File: src/fcls_pkg.sv
// Shared constants, types and the microcode table of the lamp test sweep.
// No dependencies.
package fcls_pkg;

    localparam int NUM_CHANNELS_DEF = 4;
    localparam int LEVEL_WIDTH_DEF  = 7;

    localparam int MAX_W      = 7;
    localparam int TOP_W      = 32;
    localparam int CMP_W      = 32;
    localparam int CHAN_W     = 2;
    localparam int CFG_ADDR_W = 3;
    localparam int CFG_DATA_W = 32;
    localparam int S_TDATA_W  = 8;
    localparam int M_TDATA_W  = 32;
    localparam int M_TUSER_W  = 3;

    localparam int CURVE_DIV   = 5000;
    localparam int REM_W       = 13;   // holds CURVE_DIV - 1
    localparam int DIV_RADIX_B = 4;    // quotient bits per divider step

    localparam int MAX_LEVEL_RST = 99;
    localparam int TIMER_TOP_RST = 1000;
    localparam int START_LEVEL   = 2;
    localparam int BOTTOM_LEVEL  = 1;
    localparam int CFG_CHANNELS  = 4;  // channels that have a writable max-level register

    // register indexes
    localparam logic [CFG_ADDR_W-1:0] REG_MAX_LEVEL0 = 3'd0;
    localparam logic [CFG_ADDR_W-1:0] REG_TIMER_TOP  = 3'd4;

    localparam int PC_W = 3;
    localparam logic [PC_W-1:0] PC_WAIT   = 3'd0;
    localparam logic [PC_W-1:0] PC_SQUARE = 3'd1;
    localparam logic [PC_W-1:0] PC_MULT   = 3'd2;
    localparam logic [PC_W-1:0] PC_DIV    = 3'd3;
    localparam logic [PC_W-1:0] PC_FINISH = 3'd4;

    typedef enum logic [2:0] {
        OP_WAIT,
        OP_SQUARE,
        OP_MULT,
        OP_DIV,
        OP_FINISH
    } op_t;

    typedef enum logic [1:0] {
        COND_NONE,
        COND_NO_GO,
        COND_DIV_MORE,
        COND_OUT_BUSY
    } cond_t;

    typedef struct packed {
        op_t             op;
        cond_t           cond;
        logic [PC_W-1:0] target;
        logic            to_start;
    } ctrl_t;

    function automatic ctrl_t ucode(input logic [PC_W-1:0] pc);
        ctrl_t w;
        case (pc)
            PC_WAIT:   w = '{op: OP_WAIT,   cond: COND_NO_GO,    target: PC_WAIT,
                             to_start: 1'b0};
            PC_SQUARE: w = '{op: OP_SQUARE, cond: COND_NONE,     target: PC_WAIT,
                             to_start: 1'b0};
            PC_MULT:   w = '{op: OP_MULT,   cond: COND_NONE,     target: PC_WAIT,
                             to_start: 1'b0};
            PC_DIV:    w = '{op: OP_DIV,    cond: COND_DIV_MORE, target: PC_DIV,
                             to_start: 1'b0};
            PC_FINISH: w = '{op: OP_FINISH, cond: COND_OUT_BUSY, target: PC_FINISH,
                             to_start: 1'b1};
            default:   w = '{op: OP_WAIT,   cond: COND_NONE,     target: PC_WAIT,
                             to_start: 1'b1};
        endcase
        return w;
    endfunction

endpackage

File: src/four_channel_lamp_test_sweep.sv
// Lamp self-test sweep: microcoded sequencer over a squarer, a multiplier
// and a radix-16 divide-by-constant unit. Depends on fcls_pkg.
//
//  channel   dir  payload                                  handshake
//  s_        in   tdata[0] test_on                         tvalid/tready
//  m_        out  tdata compare_value, tuser chan/finished tvalid/tready
//  cfg_      in   addr = register index, wdata             wr_en, no wait
//
// An item with test_on set for an unfinished channel has its result
// registered after the square, multiply, 12 divider steps of 4
// quotient bits each and finish steps that follow its acceptance.
// Other items are taken in the wait step and give no result.
// The next item is accepted once the result sits in the output register;
// a stalled output only holds the finish step. Reset (aresetn low, sync)
// returns the sequencer to the wait step and restores register defaults.
module four_channel_lamp_test_sweep
    import fcls_pkg::*;
#(
    parameter int NUM_CHANNELS = NUM_CHANNELS_DEF,
    parameter int LEVEL_WIDTH  = LEVEL_WIDTH_DEF
) (
    input  logic                  aclk,
    input  logic                  aresetn,
    input  logic                  s_tvalid,
    output logic                  s_tready,
    input  logic [S_TDATA_W-1:0]  s_tdata,   // [0] test_on
    output logic                  m_tvalid,
    input  logic                  m_tready,
    output logic [M_TDATA_W-1:0]  m_tdata,   // [31:0] compare_value
    output logic [M_TUSER_W-1:0]  m_tuser,   // [1:0] channel, [2] test_finished
    input  logic                  cfg_wr_en,
    input  logic [CFG_ADDR_W-1:0] cfg_addr,
    input  logic [CFG_DATA_W-1:0] cfg_wdata
);

    localparam int CH_W       = (NUM_CHANNELS > 1) ? $clog2(NUM_CHANNELS) : 1;
    localparam int SQ_W       = 2 * LEVEL_WIDTH;
    localparam int PROD_W     = TOP_W + SQ_W;
    localparam int DIV_STEPS  = (PROD_W + DIV_RADIX_B - 1) / DIV_RADIX_B;
    localparam int DIV_W      = DIV_STEPS * DIV_RADIX_B;
    localparam int DCNT_W     = $clog2(DIV_STEPS);
    localparam logic [REM_W:0]       DIVISOR = (REM_W + 1)'(CURVE_DIV);
    localparam logic [CH_W-1:0]      LAST_CH = CH_W'(NUM_CHANNELS - 1);
    localparam logic [DCNT_W-1:0]    LAST_DIV = DCNT_W'(DIV_STEPS - 1);
    localparam logic [LEVEL_WIDTH-1:0] BOTTOM = LEVEL_WIDTH'(BOTTOM_LEVEL);

    // sequencer
    logic [PC_W-1:0] pc_reg, pc_next;
    ctrl_t           ctrl;

    // configuration
    logic [MAX_W-1:0] max_level_reg [NUM_CHANNELS];
    logic [TOP_W-1:0] timer_top_reg;

    // channel state
    logic [LEVEL_WIDTH-1:0] level_reg [NUM_CHANNELS];
    logic [LEVEL_WIDTH-1:0] level_next [NUM_CHANNELS];
    logic [NUM_CHANNELS-1:0] falling_reg, falling_next;
    logic [NUM_CHANNELS-1:0] done_reg, done_next;
    logic [CH_W-1:0]         turn_reg, turn_next;

    // datapath
    logic [CH_W-1:0]        cur_reg, cur_next;
    logic [LEVEL_WIDTH-1:0] lvl_reg, lvl_next;
    logic [SQ_W-1:0]        sq_reg, sq_next;
    logic [DIV_W-1:0]       div_reg, div_next;
    logic [REM_W-1:0]       rem_reg, rem_next;
    logic [DCNT_W-1:0]      dcnt_reg, dcnt_next;

    // output register
    logic              m_valid_reg, m_valid_next;
    logic [CMP_W-1:0]  cmp_reg, cmp_next;
    logic [CHAN_W-1:0] chan_reg, chan_next;
    logic              fin_reg, fin_next;

    logic go, out_free, take, jump;
    logic [PROD_W-1:0] prod;
    logic [REM_W:0]    r;
    logic [DIV_W-1:0]  d;
    logic [DIV_W-1:0]  qm1;
    logic [DIV_W-1:0]  qhalf;
    logic [CMP_W-1:0]  cmp_val;
    logic [LEVEL_WIDTH:0] lvl_p1;
    logic              turn_now, at_bottom, fall_new;
    logic [NUM_CHANNELS-1:0] done_upd;

    assign ctrl     = ucode(pc_reg);
    assign s_tready = (ctrl.op == OP_WAIT);
    assign take     = s_tvalid && s_tready;
    assign go       = take && s_tdata[0] && !done_reg[turn_reg];
    assign out_free = !m_valid_reg || m_tready;

    assign m_tvalid = m_valid_reg;
    assign m_tdata  = cmp_reg;
    assign m_tuser  = {fin_reg, chan_reg};

    always_comb begin
        case (ctrl.cond)
            COND_NONE:     jump = 1'b0;
            COND_NO_GO:    jump = !go;
            COND_DIV_MORE: jump = (dcnt_reg != LAST_DIV);
            COND_OUT_BUSY: jump = !out_free;
            default:       jump = 1'b0;
        endcase
        if (jump) begin
            pc_next = ctrl.target;
        end else if (ctrl.to_start) begin
            pc_next = PC_WAIT;
        end else begin
            pc_next = pc_reg + 1'b1;
        end
    end

    // divider step: DIV_RADIX_B restoring steps on the remainder
    always_comb begin
        r = {1'b0, rem_reg};
        d = div_reg;
        for (int k = 0; k < DIV_RADIX_B; k++) begin
            r = {r[REM_W-1:0], d[DIV_W-1]};
            d = {d[DIV_W-2:0], 1'b0};
            if (r >= DIVISOR) begin
                r    = r - DIVISOR;
                d[0] = 1'b1;
            end
        end
    end

    // compare = (q - 1) >> 1, zero for q == 0, saturated to 32 bits
    always_comb begin
        qm1   = div_reg - 1'b1;
        qhalf = qm1 >> 1;
        if (div_reg == '0) begin
            cmp_val = '0;
        end else if (|qhalf[DIV_W-1:CMP_W]) begin
            cmp_val = '1;
        end else begin
            cmp_val = qhalf[CMP_W-1:0];
        end
    end

    // level stepping for the current channel
    always_comb begin
        lvl_p1    = {1'b0, lvl_reg} + 1'b1;
        turn_now  = lvl_p1 >= (LEVEL_WIDTH + 1)'(max_level_reg[cur_reg]);
        at_bottom = lvl_reg <= BOTTOM;
        fall_new  = at_bottom ? 1'b0 : (falling_reg[cur_reg] || turn_now);
        done_upd  = done_reg;
        if (at_bottom) begin
            done_upd[cur_reg] = 1'b1;
        end
    end

    assign prod = timer_top_reg * sq_reg;

    always_comb begin
        cur_next     = cur_reg;
        lvl_next     = lvl_reg;
        sq_next      = sq_reg;
        div_next     = div_reg;
        rem_next     = rem_reg;
        dcnt_next    = dcnt_reg;
        turn_next    = turn_reg;
        falling_next = falling_reg;
        done_next    = done_reg;
        level_next   = level_reg;
        cmp_next     = cmp_reg;
        chan_next    = chan_reg;
        fin_next     = fin_reg;
        m_valid_next = m_valid_reg && !m_tready;
        case (ctrl.op)
            OP_WAIT: begin
                if (take && s_tdata[0]) begin
                    turn_next = (turn_reg == LAST_CH) ? '0 : turn_reg + 1'b1;
                    cur_next  = turn_reg;
                    lvl_next  = level_reg[turn_reg];
                end
            end
            OP_SQUARE: begin
                sq_next = lvl_reg * lvl_reg;
            end
            OP_MULT: begin
                div_next  = DIV_W'(prod);
                rem_next  = '0;
                dcnt_next = '0;
            end
            OP_DIV: begin
                div_next  = d;
                rem_next  = r[REM_W-1:0];
                dcnt_next = dcnt_reg + 1'b1;
            end
            OP_FINISH: begin
                if (out_free) begin
                    falling_next[cur_reg] = fall_new;
                    level_next[cur_reg]   = fall_new ? lvl_reg - 1'b1 : lvl_reg + 1'b1;
                    fin_next     = &done_upd;
                    done_next    = (&done_upd) ? '0 : done_upd;
                    cmp_next     = cmp_val;
                    chan_next    = CHAN_W'(cur_reg);
                    m_valid_next = 1'b1;
                end
            end
            default: begin
            end
        endcase
    end

    always_ff @(posedge aclk) begin
        if (!aresetn) begin
            pc_reg        <= PC_WAIT;
            m_valid_reg   <= 1'b0;
            turn_reg      <= '0;
            falling_reg   <= '0;
            done_reg      <= '0;
            timer_top_reg <= TOP_W'(TIMER_TOP_RST);
            for (int i = 0; i < NUM_CHANNELS; i++) begin
                level_reg[i]     <= LEVEL_WIDTH'(START_LEVEL);
                max_level_reg[i] <= MAX_W'(MAX_LEVEL_RST);
            end
        end else begin
            pc_reg      <= pc_next;
            m_valid_reg <= m_valid_next;
            turn_reg    <= turn_next;
            falling_reg <= falling_next;
            done_reg    <= done_next;
            level_reg   <= level_next;
            if (cfg_wr_en && cfg_addr == REG_TIMER_TOP) begin
                timer_top_reg <= cfg_wdata[TOP_W-1:0];
            end
            // only the first four channels have a writable max-level register
            for (int i = 0; i < NUM_CHANNELS; i++) begin
                if (i < CFG_CHANNELS && cfg_wr_en &&
                    cfg_addr == REG_MAX_LEVEL0 + CFG_ADDR_W'(i)) begin
                    max_level_reg[i] <= cfg_wdata[MAX_W-1:0];
                end
            end
        end
    end

    always_ff @(posedge aclk) begin
        cur_reg  <= cur_next;
        lvl_reg  <= lvl_next;
        sq_reg   <= sq_next;
        div_reg  <= div_next;
        rem_reg  <= rem_next;
        dcnt_reg <= dcnt_next;
        cmp_reg  <= cmp_next;
        chan_reg <= chan_next;
        fin_reg  <= fin_next;
    end

endmodule

File: config.mk
export PLATFORM = sky130hd
export DESIGN_NAME = four_channel_lamp_test_sweep
export DESIGN_NICKNAME = d
export VERILOG_FILES = /design/src/fcls_pkg.sv /design/src/four_channel_lamp_test_sweep.sv
export SDC_FILE = /design/constraint.sdc
export NUM_CORES = 1
export LEC_CHECK = 0
export ABC_AREA = 0
export BUFFER_PORTS_ARGS = -buffer_cell sky130_fd_sc_hd__buf_2
export CORE_MARGIN = 4
export CORE_UTILIZATION = 55
export CTS_BUF_LIST = sky130_fd_sc_hd__clkbuf_4 sky130_fd_sc_hd__clkbuf_8 sky130_fd_sc_hd__clkbuf_16
export DETAILED_ROUTE_END_ITERATION = 7
export GPL_TIMING_DRIVEN = 0
export PLACE_DENSITY = 0.72
export SYNTH_ARGS = -nofsm -noshare
export SYNTH_HDL_FRONTEND = slang
export SYNTH_SLANG_ARGS = --single-unit
File: constraint.sdc
create_clock -name aclk -period 17.9 [get_ports aclk]
set_input_delay 1.79 -clock aclk [delete_from_list [all_inputs] [get_ports aclk]]
set_output_delay 1.79 -clock aclk [all_outputs]
set_load 0.01 [all_outputs]
==> summary.txt, run 1 <==
Run status
  • Status: finished clean

Setup path
  • Critical path peak fanout: 10
  • Cell class contributing the biggest share of worst-path delay: adder cells
  • CP Data Arrival Time: 8400 ps
  • Critical path depth: 24
  • Slowest cell on the critical path: edfxtp_1
  • CP cell instances: clkbuf_1 -> nand2_1 -> fa_1 -> fa_1 -> inv_1 -> fa_1 -> fa_1 -> fa_1 -> inv_1 -> fa_1 -> inv_1 -> ha_1 -> a21o_1 -> a21o_1 -> a21oi_1 -> o221ai_1 -> a32oi_1 -> o21ai_0 -> a31o_2 -> a211oi_1 -> nor2_1 -> a41oi_1 -> xor2_1 -> o21ai_0
  • Critical Setup Path Class: reg -> reg
  • CP peak stage delay: 640 ps
  • Endpoint class of the critical path: register
  • CP bufs+invs: 4
  • Path depth of the worst reg2reg path: 24
  • Most common cell on crit path: fa_1
  • Req. time, crit path: 18,160 ps
  • Startpoint Class: register

Clock network
  • Clock root buffer master: clkbuf_16
  • Clock sink count: 226
  • TritonCTS clock tree: built
  • Clock Latency Late Sink: 570 ps
  • Worst-path clk slew: 60 ps
  • Setup repair bufs after CTS: 0
  • Num CTS Buffers: 25
  • H-Tree Depth: 1
  • CTS Hold Buffers Added: 0
  • Clock Path Buffers: 3
  • Resize count post-CTS: 0

GRT
  • Tot GR Track Use: 0.263
  • Largest net degree at the start of global routing: 36
  • Initial antenna violation count: 0
  • Vias in the first global route: 21,090
  • Overflow after GRT: 0
  • First-pass GRT wire length: 109,000 µm

Synthesis
  • Yosys warns: 0
  • Sequential area share after synthesis: 0.229
  • Number of flops mapped to enable cells by yosys: 150
  • Mapped Area: 26,400 µm²
  • Top post-synthesis cells by count: 508 x nand2_1, 457 x inv_1, 341 x fa_1
  • Largest cells by area after synthesis: fa_1 26%, edfxtp_1 17%, ha_1 8.5%, nand2_1 7.2%, inv_1 6.5%
  • Avg Inst Size Synth: 9.13 µm²
  • Main synth FF type: edfxtp_1
  • Syn nets: 3,457
  • Synth top area share: 0.259
  • Synth area leader: fa_1
  • Syn Inst Count: 2,888
  • Most common cell in the netlist: nand2_1
  • Fraction of registers with async set/reset: 0
  • Number of synthesized register bits: 226
  • Unique masters post-synth: 89

STA
  • Fmax: 123 MHz
  • TNS Setup: 0 ps
  • Slew headroom: 0.113
  • Layout Skew: 28.5 ps
  • Final worst setup slack: 9760 ps
  • Worst-margin pin slew: 1320 ps
  • Final hold vios: 0
  • RSZ-0062 raised after global routing: false
  • Period utilisation layout: 0.455
  • Final setup vio count: 0
  • Minimum clock period: 8140 ps
  • Final Max Slew Viols: 0
  • Hold Slack: 466 ps

Placement
  • IO Port Bufs: 76
  • Setup WS pre-CTS: 9820 ps
  • Detailed Place HPWL: 55,400 µm
  • GP Congestion: 0.955

Drt
  • DR iter-0 viols: 1,407
  • Antenna-violating nets left: 0
  • DRC viols: 0
  • Wirelength per Cell: 18.5 µm
  • First-pass DRT Iterations: 6
  • Vias per cell: 5.64
  • Routed wire length: 66,900 µm
  • Routed via count: 20,394

Floorplanning
  • Row count: 79
  • Die area: 51,500 µm²
  • Die Wd: 227 µm
  • Initial core utilization: 0.562
  • Io pins: 85
  • Die height: 227 µm
  • Core area: 47,000 µm²

Finish
  • Area of the multi-input gates: 18,100 µm²
  • Max reg flops: 48
  • Share of layout cells above drive strength 1: 0.0667
  • Fill cells: 3,987
  • Register area: 6030 µm²
  • Area growth syn-to-layout: 7.86%
  • Diodes inserted: 0
  • Final net count: 3,562

Power and ir drop
  • Max VDD drop: 273 µV
  • Design Power: 3.80 mW
  • Pwr Density: 134 nW/µm²
  • LEAKAGE: 12.5 nW

Run
  • Max_cap viols: 0

Min path
  • Hold Crit Class: reg -> reg
  • Min-Delay Path Depth: 2
-- where the power goes --
group	switching [mW]	internal [mW]	leakage [nW]
logic	1.49	1.04	10.1
registers	0.0371	0.692	1.98
clock network	0.221	0.322	0.422
total	1.75	2.05	12.5
-- worst register-to-register path: cells and delay by family, from the launching register on --
kind	cells	cell delay (ps)
fa+ha+maj	7	3490
flops	1	640
buf+inv	4	730
simple gates	2	340
compound gates	10	2440
xor+xnor	1	190
-- per-stage QoR --
stage	util	cell area, µm²	std cells
final	0.606	28400	3619
after detailed placement	0.587	27600	3573
after global placement	0.586	27500	3571
after global routing	0.606	28400	3619
after CTS	0.606	28400	3619
after floorplan	-	26400	2888
-- layout make-up --
cell class	count	area share
multi-input combinational	2062	0.635
clock inverter	16	0.00647
inverter	457	0.0603
buffer	143	0.0200
clock buffer	30	0.0244
timing repair buffer	78	0.0148
tap	607	0.0267
sequential	226	0.212
-- metal layers --
layer  GRT usage  up-vias  wire length [µm]
met1       0.349     9984             27600
met3      0.0369      140              4740
met4      0.0933        0              2700
li1            -     9494                 -
met2       0.447      776             31800
met5           0        -                 0
-- kinds of logic after synthesis --
logic type	count (synthesis)	share of synthesized area
fa+ha+maj	521	0.344
xor+xnor	111	0.0369
mux	48	0.0265
simple gates	997	0.178
buf+inv	600	0.0866
flops	226	0.229
compound gates	385	0.0988
-- final timing paths --
check,startpoint,endpoint,slack (ps)
worst min-delay path,level_reg[19]$_SDFFE_PN0P_,level_reg[19]$_SDFFE_PN0P_,470
worst min register to register,level_reg[19]$_SDFFE_PN0P_,level_reg[19]$_SDFFE_PN0P_,470
worst max-delay path,sq_reg[7]$_DFFE_PN_,div_reg[40]$_DFFE_PP_,9760
worst max register to register,sq_reg[7]$_DFFE_PN_,div_reg[40]$_DFFE_PP_,9760
-- cells in the final DEF, fill, tap and decap left out, drive strengths merged, types with 11 or more instances in the layout --
| cell type | n |
|---|---|
| nand4 | 19 |
| and2 | 171 |
| a21oi | 110 |
| mux2i | 20 |
| o31ai | 13 |
| nor2 | 100 |
| a31oi | 11 |
| and3 | 17 |
| buf | 97 |
| nand3 | 39 |
| xnor2 | 73 |
| or3 | 17 |
| nor3 | 26 |
| a211oi | 11 |
| a21o | 26 |
| inv | 459 |
| dfxtp | 76 |
| xor2 | 38 |
| o21bai | 12 |
| a21boi | 51 |
| edfxtp | 150 |
| fa | 341 |
| o21ai | 67 |
| nand2b | 24 |
| ha | 180 |
| mux4 | 16 |
| mux2 | 12 |
| nor4 | 16 |
| clkbuf | 154 |
| or2 | 19 |
| nand2 | 509 |
| nor2b | 15 |
| o211ai | 12 |
Note: power is estimated with default switching activity, not from simulation.
==> run 2, diff against run 1 <==
- PLACE_DENSITY: 0.72 -> 0.75
- clock period: 17.9 -> 7.25 ns (I/O delays scaled with it)
==> run 2 against run 1 <==
  * Non-clock buffer count is 22 higher
  * First-iteration DRC count grew 9.1%
  * Clock power up 130%
  * Sequential power rose by 140%
  * Critical path depth unchanged
  * Count of clock-buffer cells in the layout up 2
  * Largest power group unchanged
==> summary.txt, run 2 (synthesis gave the netlist of run 1 again) <==
Setup path
  • CP cell instances: buf_2 -> nand2_1 -> fa_1 -> fa_1 -> fa_1 -> inv_1 -> fa_1 -> fa_1 -> inv_1 -> fa_1 -> inv_1 -> ha_2 -> a21o_1 -> a21o_1 -> a21oi_2 -> o221ai_1 -> a32oi_2 -> o21ai_2 -> a31o_2 -> a211oi_4 -> o31ai_1 -> a21oi_1 -> xor2_1 -> o21ai_0 (was clkbuf_1 -> nand2_1 -> fa_1 -> fa_1 -> inv_1 -> fa_1 -> fa_1 -> fa_1 -> inv_1 -> fa_1 -> inv_1 -> ha_1 -> a21o_1 -> a21o_1 -> a21oi_1 -> o221ai_1 -> a32oi_1 -> o21ai_0 -> a31o_2 -> a211oi_1 -> nor2_1 -> a41oi_1 -> xor2_1 -> o21ai_0)
  • Req. time, crit path: 7510 ps (was 18,160 ps)
  • Slowest cell on the critical path: fa_1 (was edfxtp_1)
  • Startpoint Class: register (unchanged)
  • Critical Setup Path Class: reg -> reg (unchanged)
  • Most common cell on crit path: fa_1 (unchanged)
  • Endpoint class of the critical path: register (unchanged)
  • CP Data Arrival Time: 7290 ps (was 8400 ps)
  • CP bufs+invs: 4 (unchanged)
  • Cell class contributing the biggest share of worst-path delay: adder cells (unchanged)
  • CP peak stage delay: 590 ps (was 640 ps)
  • Critical path peak fanout: 10 (unchanged)

Finish
  • Final non-filler cell total: 3,641 (was 3,619)
  • Share of layout cells above drive strength 1: 0.101 (was 0.0667)
  • Fill cells: 3,927 (was 3,987)
  • Final net count: 3,583 (was 3,562)
  • Max reg flops: 48 (unchanged)
  • Commonest non-fill, non-tap cell in the layout: nand2_1 (unchanged)
  • Non-Filler Cell Area, Final: 28,900 µm² (was 28,400 µm²)
  • Area growth syn-to-layout: 9.49% (was 7.86%)
  • Commonest cells after routing, fill and taps aside: 508 x nand2_1, 457 x inv_1, 340 x fa_1, 178 x ha_1, 171 x and2_1 (was 508 x nand2_1, 457 x inv_1, 341 x fa_1, 180 x ha_1, 171 x and2_1)

Clock network
  • Clock Latency Late Sink: 560 ps (was 570 ps)
  • Worst-path clk slew: 60 ps (about the same)
  • Num CTS Buffers: 24 (was 25)
  • Clock root buffer master: clkbuf_16 (unchanged)
  • Clock Path Buffers: 3 (unchanged)
  • H-Tree Depth: 1 (unchanged)
  • TritonCTS clock tree: built (unchanged)
  • Clock sink count: 226 (unchanged)

Drt
  • First-pass DRT Iterations: 6 (unchanged)
  • Wirelength per Cell: 18.7 µm (was 18.5 µm)
  • DRC viols: 0 (unchanged)
  • DR iter-0 viols: 1,535 (was 1,407)
  • Antenna-violating nets left: 0 (unchanged)
  • Vias per cell: 5.66 (was 5.64)
  • Routed wire length: 68,200 µm (was 66,900 µm)
  • Routed via count: 20,622 (was 20,394)

Floorplanning
  • Io pins: 85 (unchanged)
  • Die area: 51,500 µm² (unchanged)
  • Core area: 47,000 µm² (unchanged)
  • Die height: 227 µm (unchanged)
  • Row count: 79 (unchanged)
  • Initial core utilization: 0.562 (unchanged)
  • Die Wd: 227 µm (unchanged)

STA
  • Period utilisation layout: 0.969 (was 0.455)
  • Minimum clock period: 7020 ps (was 8140 ps)
  • Worst-margin pin slew: 1280 ps (was 1320 ps)
  • Final setup vio count: 0 (unchanged)
  • Final hold vios: 0 (unchanged)
  • Fmax: 142 MHz (was 123 MHz)
  • Final Max Slew Viols: 0 (unchanged)
  • Slew headroom: 0.139 (was 0.113)
  • Layout Skew: 37.2 ps (was 28.5 ps)

Power and ir drop
  • Clock network power share: 0.129 (was 0.143)
  • Pwr Density: 336 nW/µm² (was 134 nW/µm²)
  • LEAKAGE: 12.8 nW (was 12.5 nW)
  • Sequential share of power: 0.183 (was 0.192)
  • NetSw: 4.48 mW (was 1.75 mW)
  • Cell Int Power: 5.22 mW (was 2.05 mW)
  • Max VDD drop: 682 µV (was 273 µV)
  • Combinational power share: 0.688 (was 0.665)
  • Net Sw Frac: 0.462 (was 0.459)

GRT
  • Tot GR Track Use: 0.266 (was 0.263)
  • First-pass GRT wire length: 110,000 µm (was 109,000 µm)
  • Largest net degree at the start of global routing: 37 (was 36)
  • Overflow after GRT: 0 (unchanged)
  • Initial antenna violation count: 1 (was 0)
  • Vias in the first global route: 21,317 (was 21,090)

Placement
  • Dpl cells: 3,574 (was 3,573)
  • IO Port Bufs: 76 (unchanged)
  • Detailed Place HPWL: 54,900 µm (was 55,400 µm)
  • GP Congestion: 0.967 (was 0.955)
  • Placed cell areas: 27,600 µm² (about the same)

Run
  • Max_cap viols: 0 (unchanged)

Min path
  • Hold Crit Class: in -> reg (was reg -> reg)

Run status
  • Status: finished clean (unchanged)
## run 2: cell count changes in the layout (fill, tap and decap cells not counted), moves of 3 or more
cell        previous run  this run
buf_4                  1        32
buf_6                  2        10
dfxtp_2                0         9
clkbuf_2               1        25
dfxtp_1               76        66
clkbuf_1             123        63
clkbuf_8               2         5
clkbuf_4               2        15
diode_2                0         3
clkinvlp_4             4         1
buf_2                 86        91
## run 2: layout make-up
type,instances,area (µm²),share of cell area
tap,607,759,0.0263
clock buffer,32,709,0.0246
sequential,226,6040,0.209
antenna,3,7.51,0.000260
clock inverter,11,91.3,0.00316
timing repair buffer,103,621,0.0215
buffer,140,729,0.0253
inverter,457,1720,0.0594
multi-input combinational,2062,18200,0.630
## run 2: repair_timing
action,CTS,global route
hold buffers,0,0
resized for setup,48,148
endpoints found under the setup margin,12,14
pin swaps,0,10
setup buffers,3,21
## run 2: worst paths after layout
kind	end	start	depth (start not counted)	slack (ps)
hold reg to reg	level_reg[18]$_SDFFE_PN0P_	level_reg[18]$_SDFFE_PN0P_	2	470
setup / recovery	div_reg[44]$_DFFE_PP_	sq_reg[5]$_DFFE_PN_	24	230
hold / removal	timer_top_reg[7]$_SDFFE_PN1P_	cfg_wdata[7]	3	390
setup reg to reg	div_reg[44]$_DFFE_PP_	sq_reg[5]$_DFFE_PN_	24	230
## run 2: metal layers
metal / up-vias / GRT usage / part of all wire
met2: 839 / 0.454 / 0.48
met1: 10102 / 0.352 / 0.41
li1: 9534 / - / -
met5: - / 0 / 0
met3: 147 / 0.0378 / 0.072
met4: 0 / 0.0921 / 0.039
## run 2: metrics by stage
step	utilization	setup WS, ps	hold slack (ps)	power, mW	setup TNS, ps
3_3_place_gp	0.586	-497	442	7.90	-2270
2_1_floorplan	-	528	432	6.60	0
3_5_place_dp	0.587	-502	450	8.07	-2920
6_report	0.615	227	389	9.71	0
4_1_cts	0.607	3.46	377	9.40	0
5_1_grt	0.615	-13.3	400	10.6	-24.4
## run 2: power groups by stage
| stage | Clock (mW) | Combinational, mW | Sequential (mW) |
|---|---|---|---|
| 6_report | 1.25 | 6.68 | 1.78 |
| 5_1_grt | 1.32 | 7.52 | 1.79 |
| 4_1_cts | 1.26 | 6.36 | 1.78 |
| 3_5_place_dp | 0 | 6.25 | 1.82 |
| 3_3_place_gp | 0 | 6.08 | 1.82 |
| 2_1_floorplan | 0 | 4.83 | 1.78 |
## run 2: worst min-delay path: stages
cell	delay [ps]
buf_2	70
nand2_1	40
nand3_1	70
==> run 3, diff against run 2 <==
- PLACE_DENSITY: 0.75 -> 0.85
==> run 3 against run 2 <==
  * Core utilization decreased by 0.10 points
  * Global-route usage decreased by 0.49 points
  * Combinational power about the same
  * Sequential share of layout area about the same
  * Count of clock-buffer cells in the layout decreased by 4
  * Critical path depth unchanged
  * Flip-flop and latch count unchanged
  * Power decreased by 0.36%
  * Maximum frequency decreased by 0.67%
  * Critical path type unchanged
  * Highest routed layer unchanged
==> summary.txt, run 3 (synthesis gave the netlist of run 1 again) <==
Run status
  • Status: finished clean (unchanged)

STA
  • Final hold vios: 0 (unchanged)
  • Hold Slack: 410 ps (was 389 ps)
  • Minimum clock period: 7070 ps (was 7020 ps)
  • Slew headroom: 0.243 (was 0.139)
  • Final worst setup slack: 179 ps (was 227 ps)
  • Final setup vio count: 0 (unchanged)
  • RSZ-0062 raised after global routing: true
  • Layout Skew: 26.0 ps (was 37.2 ps)
  • Final Max Slew Viols: 0 (unchanged)
  • TNS Setup: 0 ps (unchanged)
  • Worst-margin pin slew: 1130 ps (was 1280 ps)
  • Period utilisation layout: 0.975 (was 0.969)
  • Fmax: 141 MHz (was 142 MHz)

Finish
  • Post-layout util: 0.614 (was 0.615)
  • Diodes inserted: 0 (was 3)
  • Commonest non-fill, non-tap cell in the layout: nand2_1 (unchanged)
  • Share of layout cells above drive strength 1: 0.100 (was 0.101)
  • Fill cells: 3,686 (was 3,927)
  • Non-Filler Cell Area, Final: 28,800 µm² (was 28,900 µm²)
  • Commonest cells after routing, fill and taps aside: 508 x nand2_1, 457 x inv_1, 341 x fa_1, 178 x ha_1, 171 x and2_1 (was 508 x nand2_1, 457 x inv_1, 340 x fa_1, 178 x ha_1, 171 x and2_1)
  • Final non-filler cell total: 3,639 (was 3,641)
  • Final net count: 3,585 (was 3,583)
  • Max reg flops: 48 (unchanged)
  • Area growth syn-to-layout: 9.31% (was 9.49%)

Clock network
  • Clock Latency Late Sink: 550 ps (was 560 ps)
  • Clock root buffer master: clkbuf_16 (unchanged)
  • CTS Hold Buffers Added: 0 (unchanged)
  • Clock sink count: 226 (unchanged)
  • Num CTS Buffers: 24 (unchanged)
  • Worst-path clk slew: 60 ps (about the same)
  • H-Tree Depth: 1 (unchanged)
  • Clock Path Buffers: 3 (unchanged)
  • TritonCTS clock tree: built (unchanged)

Power and ir drop
  • LEAKAGE: 12.8 nW (about the same)
  • Pwr Density: 336 nW/µm² (about the same)
  • Max VDD drop: 654 µV (was 682 µV)
  • Design Power: 9.67 mW (was 9.71 mW)
  • Combinational power share: 0.691 (was 0.688)
  • NetSw: 4.51 mW (was 4.48 mW)
  • Net Sw Frac: 0.467 (was 0.462)
  • Sequential share of power: 0.184 (was 0.183)
  • Clock network power share: 0.125 (was 0.129)
  • Cell Int Power: 5.16 mW (was 5.22 mW)

Setup path
  • Slowest cell on the critical path: fa_1 (unchanged)
  • Critical Setup Path Class: reg -> reg (unchanged)
  • CP cell instances: clkbuf_4 -> nand2_1 -> fa_1 -> fa_1 -> inv_1 -> fa_1 -> fa_1 -> fa_1 -> inv_1 -> fa_1 -> inv_1 -> ha_2 -> a21o_1 -> a21o_1 -> a21oi_2 -> o221ai_1 -> a32oi_1 -> o21ai_1 -> a31o_2 -> a211oi_4 -> nor2_1 -> a41oi_1 -> xor2_1 -> o21ai_0 (was buf_2 -> nand2_1 -> fa_1 -> fa_1 -> fa_1 -> inv_1 -> fa_1 -> fa_1 -> inv_1 -> fa_1 -> inv_1 -> ha_2 -> a21o_1 -> a21o_1 -> a21oi_2 -> o221ai_1 -> a32oi_2 -> o21ai_2 -> a31o_2 -> a211oi_4 -> o31ai_1 -> a21oi_1 -> xor2_1 -> o21ai_0)
  • Req. time, crit path: 7500 ps (was 7510 ps)
  • Critical path peak fanout: 10 (unchanged)
  • Startpoint Class: register (unchanged)
  • CP peak stage delay: 560 ps (was 590 ps)
  • Most common cell on crit path: fa_1 (unchanged)
  • CP Data Arrival Time: 7320 ps (was 7290 ps)
  • R2r setup slk: 180 ps (was 230 ps)
  • Endpoint class of the critical path: register (unchanged)

GRT
  • Initial antenna violation count: 1 (unchanged)
  • Tot GR Track Use: 0.261 (was 0.266)
  • First-pass GRT wire length: 108,000 µm (was 110,000 µm)
  • Largest net degree at the start of global routing: 34 (was 37)
  • Vias in the first global route: 21,106 (was 21,317)
  • Overflow after GRT: 0 (unchanged)

Drt
  • Antenna-violating nets left: 0 (unchanged)
  • Vias per cell: 5.74 (was 5.66)
  • Wirelength per Cell: 18.5 µm (was 18.7 µm)
  • First-pass DRT Iterations: 6 (unchanged)
  • DRC viols: 0 (unchanged)
  • Routed via count: 20,876 (was 20,622)
  • DR iter-0 viols: 1,984 (was 1,535)
  • Routed wire length: 67,300 µm (was 68,200 µm)

Placement
  • GP Congestion: 0.962 (was 0.967)
  • IO Port Bufs: 76 (unchanged)
  • Detailed Place HPWL: 52,600 µm (was 54,900 µm)
  • Dpl cells: 3,573 (was 3,574)
  • Setup WS pre-CTS: -636 ps (was -502 ps)
  • Placed cell areas: 27,600 µm² (about the same)

Floorplanning
  • Row count: 79 (unchanged)
  • Die height: 227 µm (unchanged)
  • Initial core utilization: 0.562 (unchanged)
  • Core area: 47,000 µm² (unchanged)
  • Die area: 51,500 µm² (unchanged)
  • Io pins: 85 (unchanged)
  • Die Wd: 227 µm (unchanged)

Run
  • Max_cap viols: 0 (unchanged)

Min path
  • Hold Crit Class: in -> reg (unchanged)
run 3: what timing repair did:
action,in CTS,in global routing
gates resized for setup,57,111
endpoints found under the setup margin,12,12
setup buffers,16,15
pin swaps,3,6
gates cloned,0,1
endpoints found under the hold margin,0,0
run 3: final timing paths:
| kind | from | endpoint | cells after the start |
|---|---|---|---|
| setup / recovery | sq_reg[8]$_DFFE_PN_ | div_reg[40]$_DFFE_PP_ | 24 |
| hold / removal | cfg_wdata[9] | timer_top_reg[9]$_SDFFE_PN1P_ | 3 |
| setup reg to reg | sq_reg[8]$_DFFE_PN_ | div_reg[40]$_DFFE_PP_ | 24 |
| hold reg to reg | turn_reg[1]$_SDFFE_PN0P_ | cur_reg[1]$_DFFE_PP_ | 0 |
run 3: routing by layer:
layer	global-route usage	wire length, µm
met1	0.344	26300
met2	0.437	31900
met3	0.0513	6370
met4	0.0921	2720
met5	0	0
run 3: power groups by stage:
stage / sequential (mW) / clock, mW / combinational, mW
detailed placement: 1.82 / 0 / 6.28
finish: 1.78 / 1.21 / 6.68
CTS: 1.78 / 1.23 / 6.42
global route: 1.78 / 1.28 / 7.40
floorplan: 1.78 / 0 / 4.83
global placement: 1.82 / 0 / 6.09
run 3: cell type report:
class	instances	area [µm²]	share of cell area
clock buffer	28	637	0.0221
buffer	135	706	0.0245
multi-input combinational	2062	18200	0.630
clock inverter	14	134	0.00465
timing repair buffer	110	674	0.0234
inverter	457	1720	0.0595
tap	607	759	0.0264
sequential	226	6040	0.210
run 3: worst max-delay path, delay by kind of cell (launching register included):
| kind | cells | cell delay, ps |
|---|---|---|
| AOI/OAI and AO/OA | 10 | 1980 |
| adders and majority gates | 7 | 3400 |
| DFF | 1 | 500 |
| xor gates and xnor gates | 1 | 220 |
| and+or+nand+nor | 2 | 200 |
| buffers and inverters | 4 | 460 |
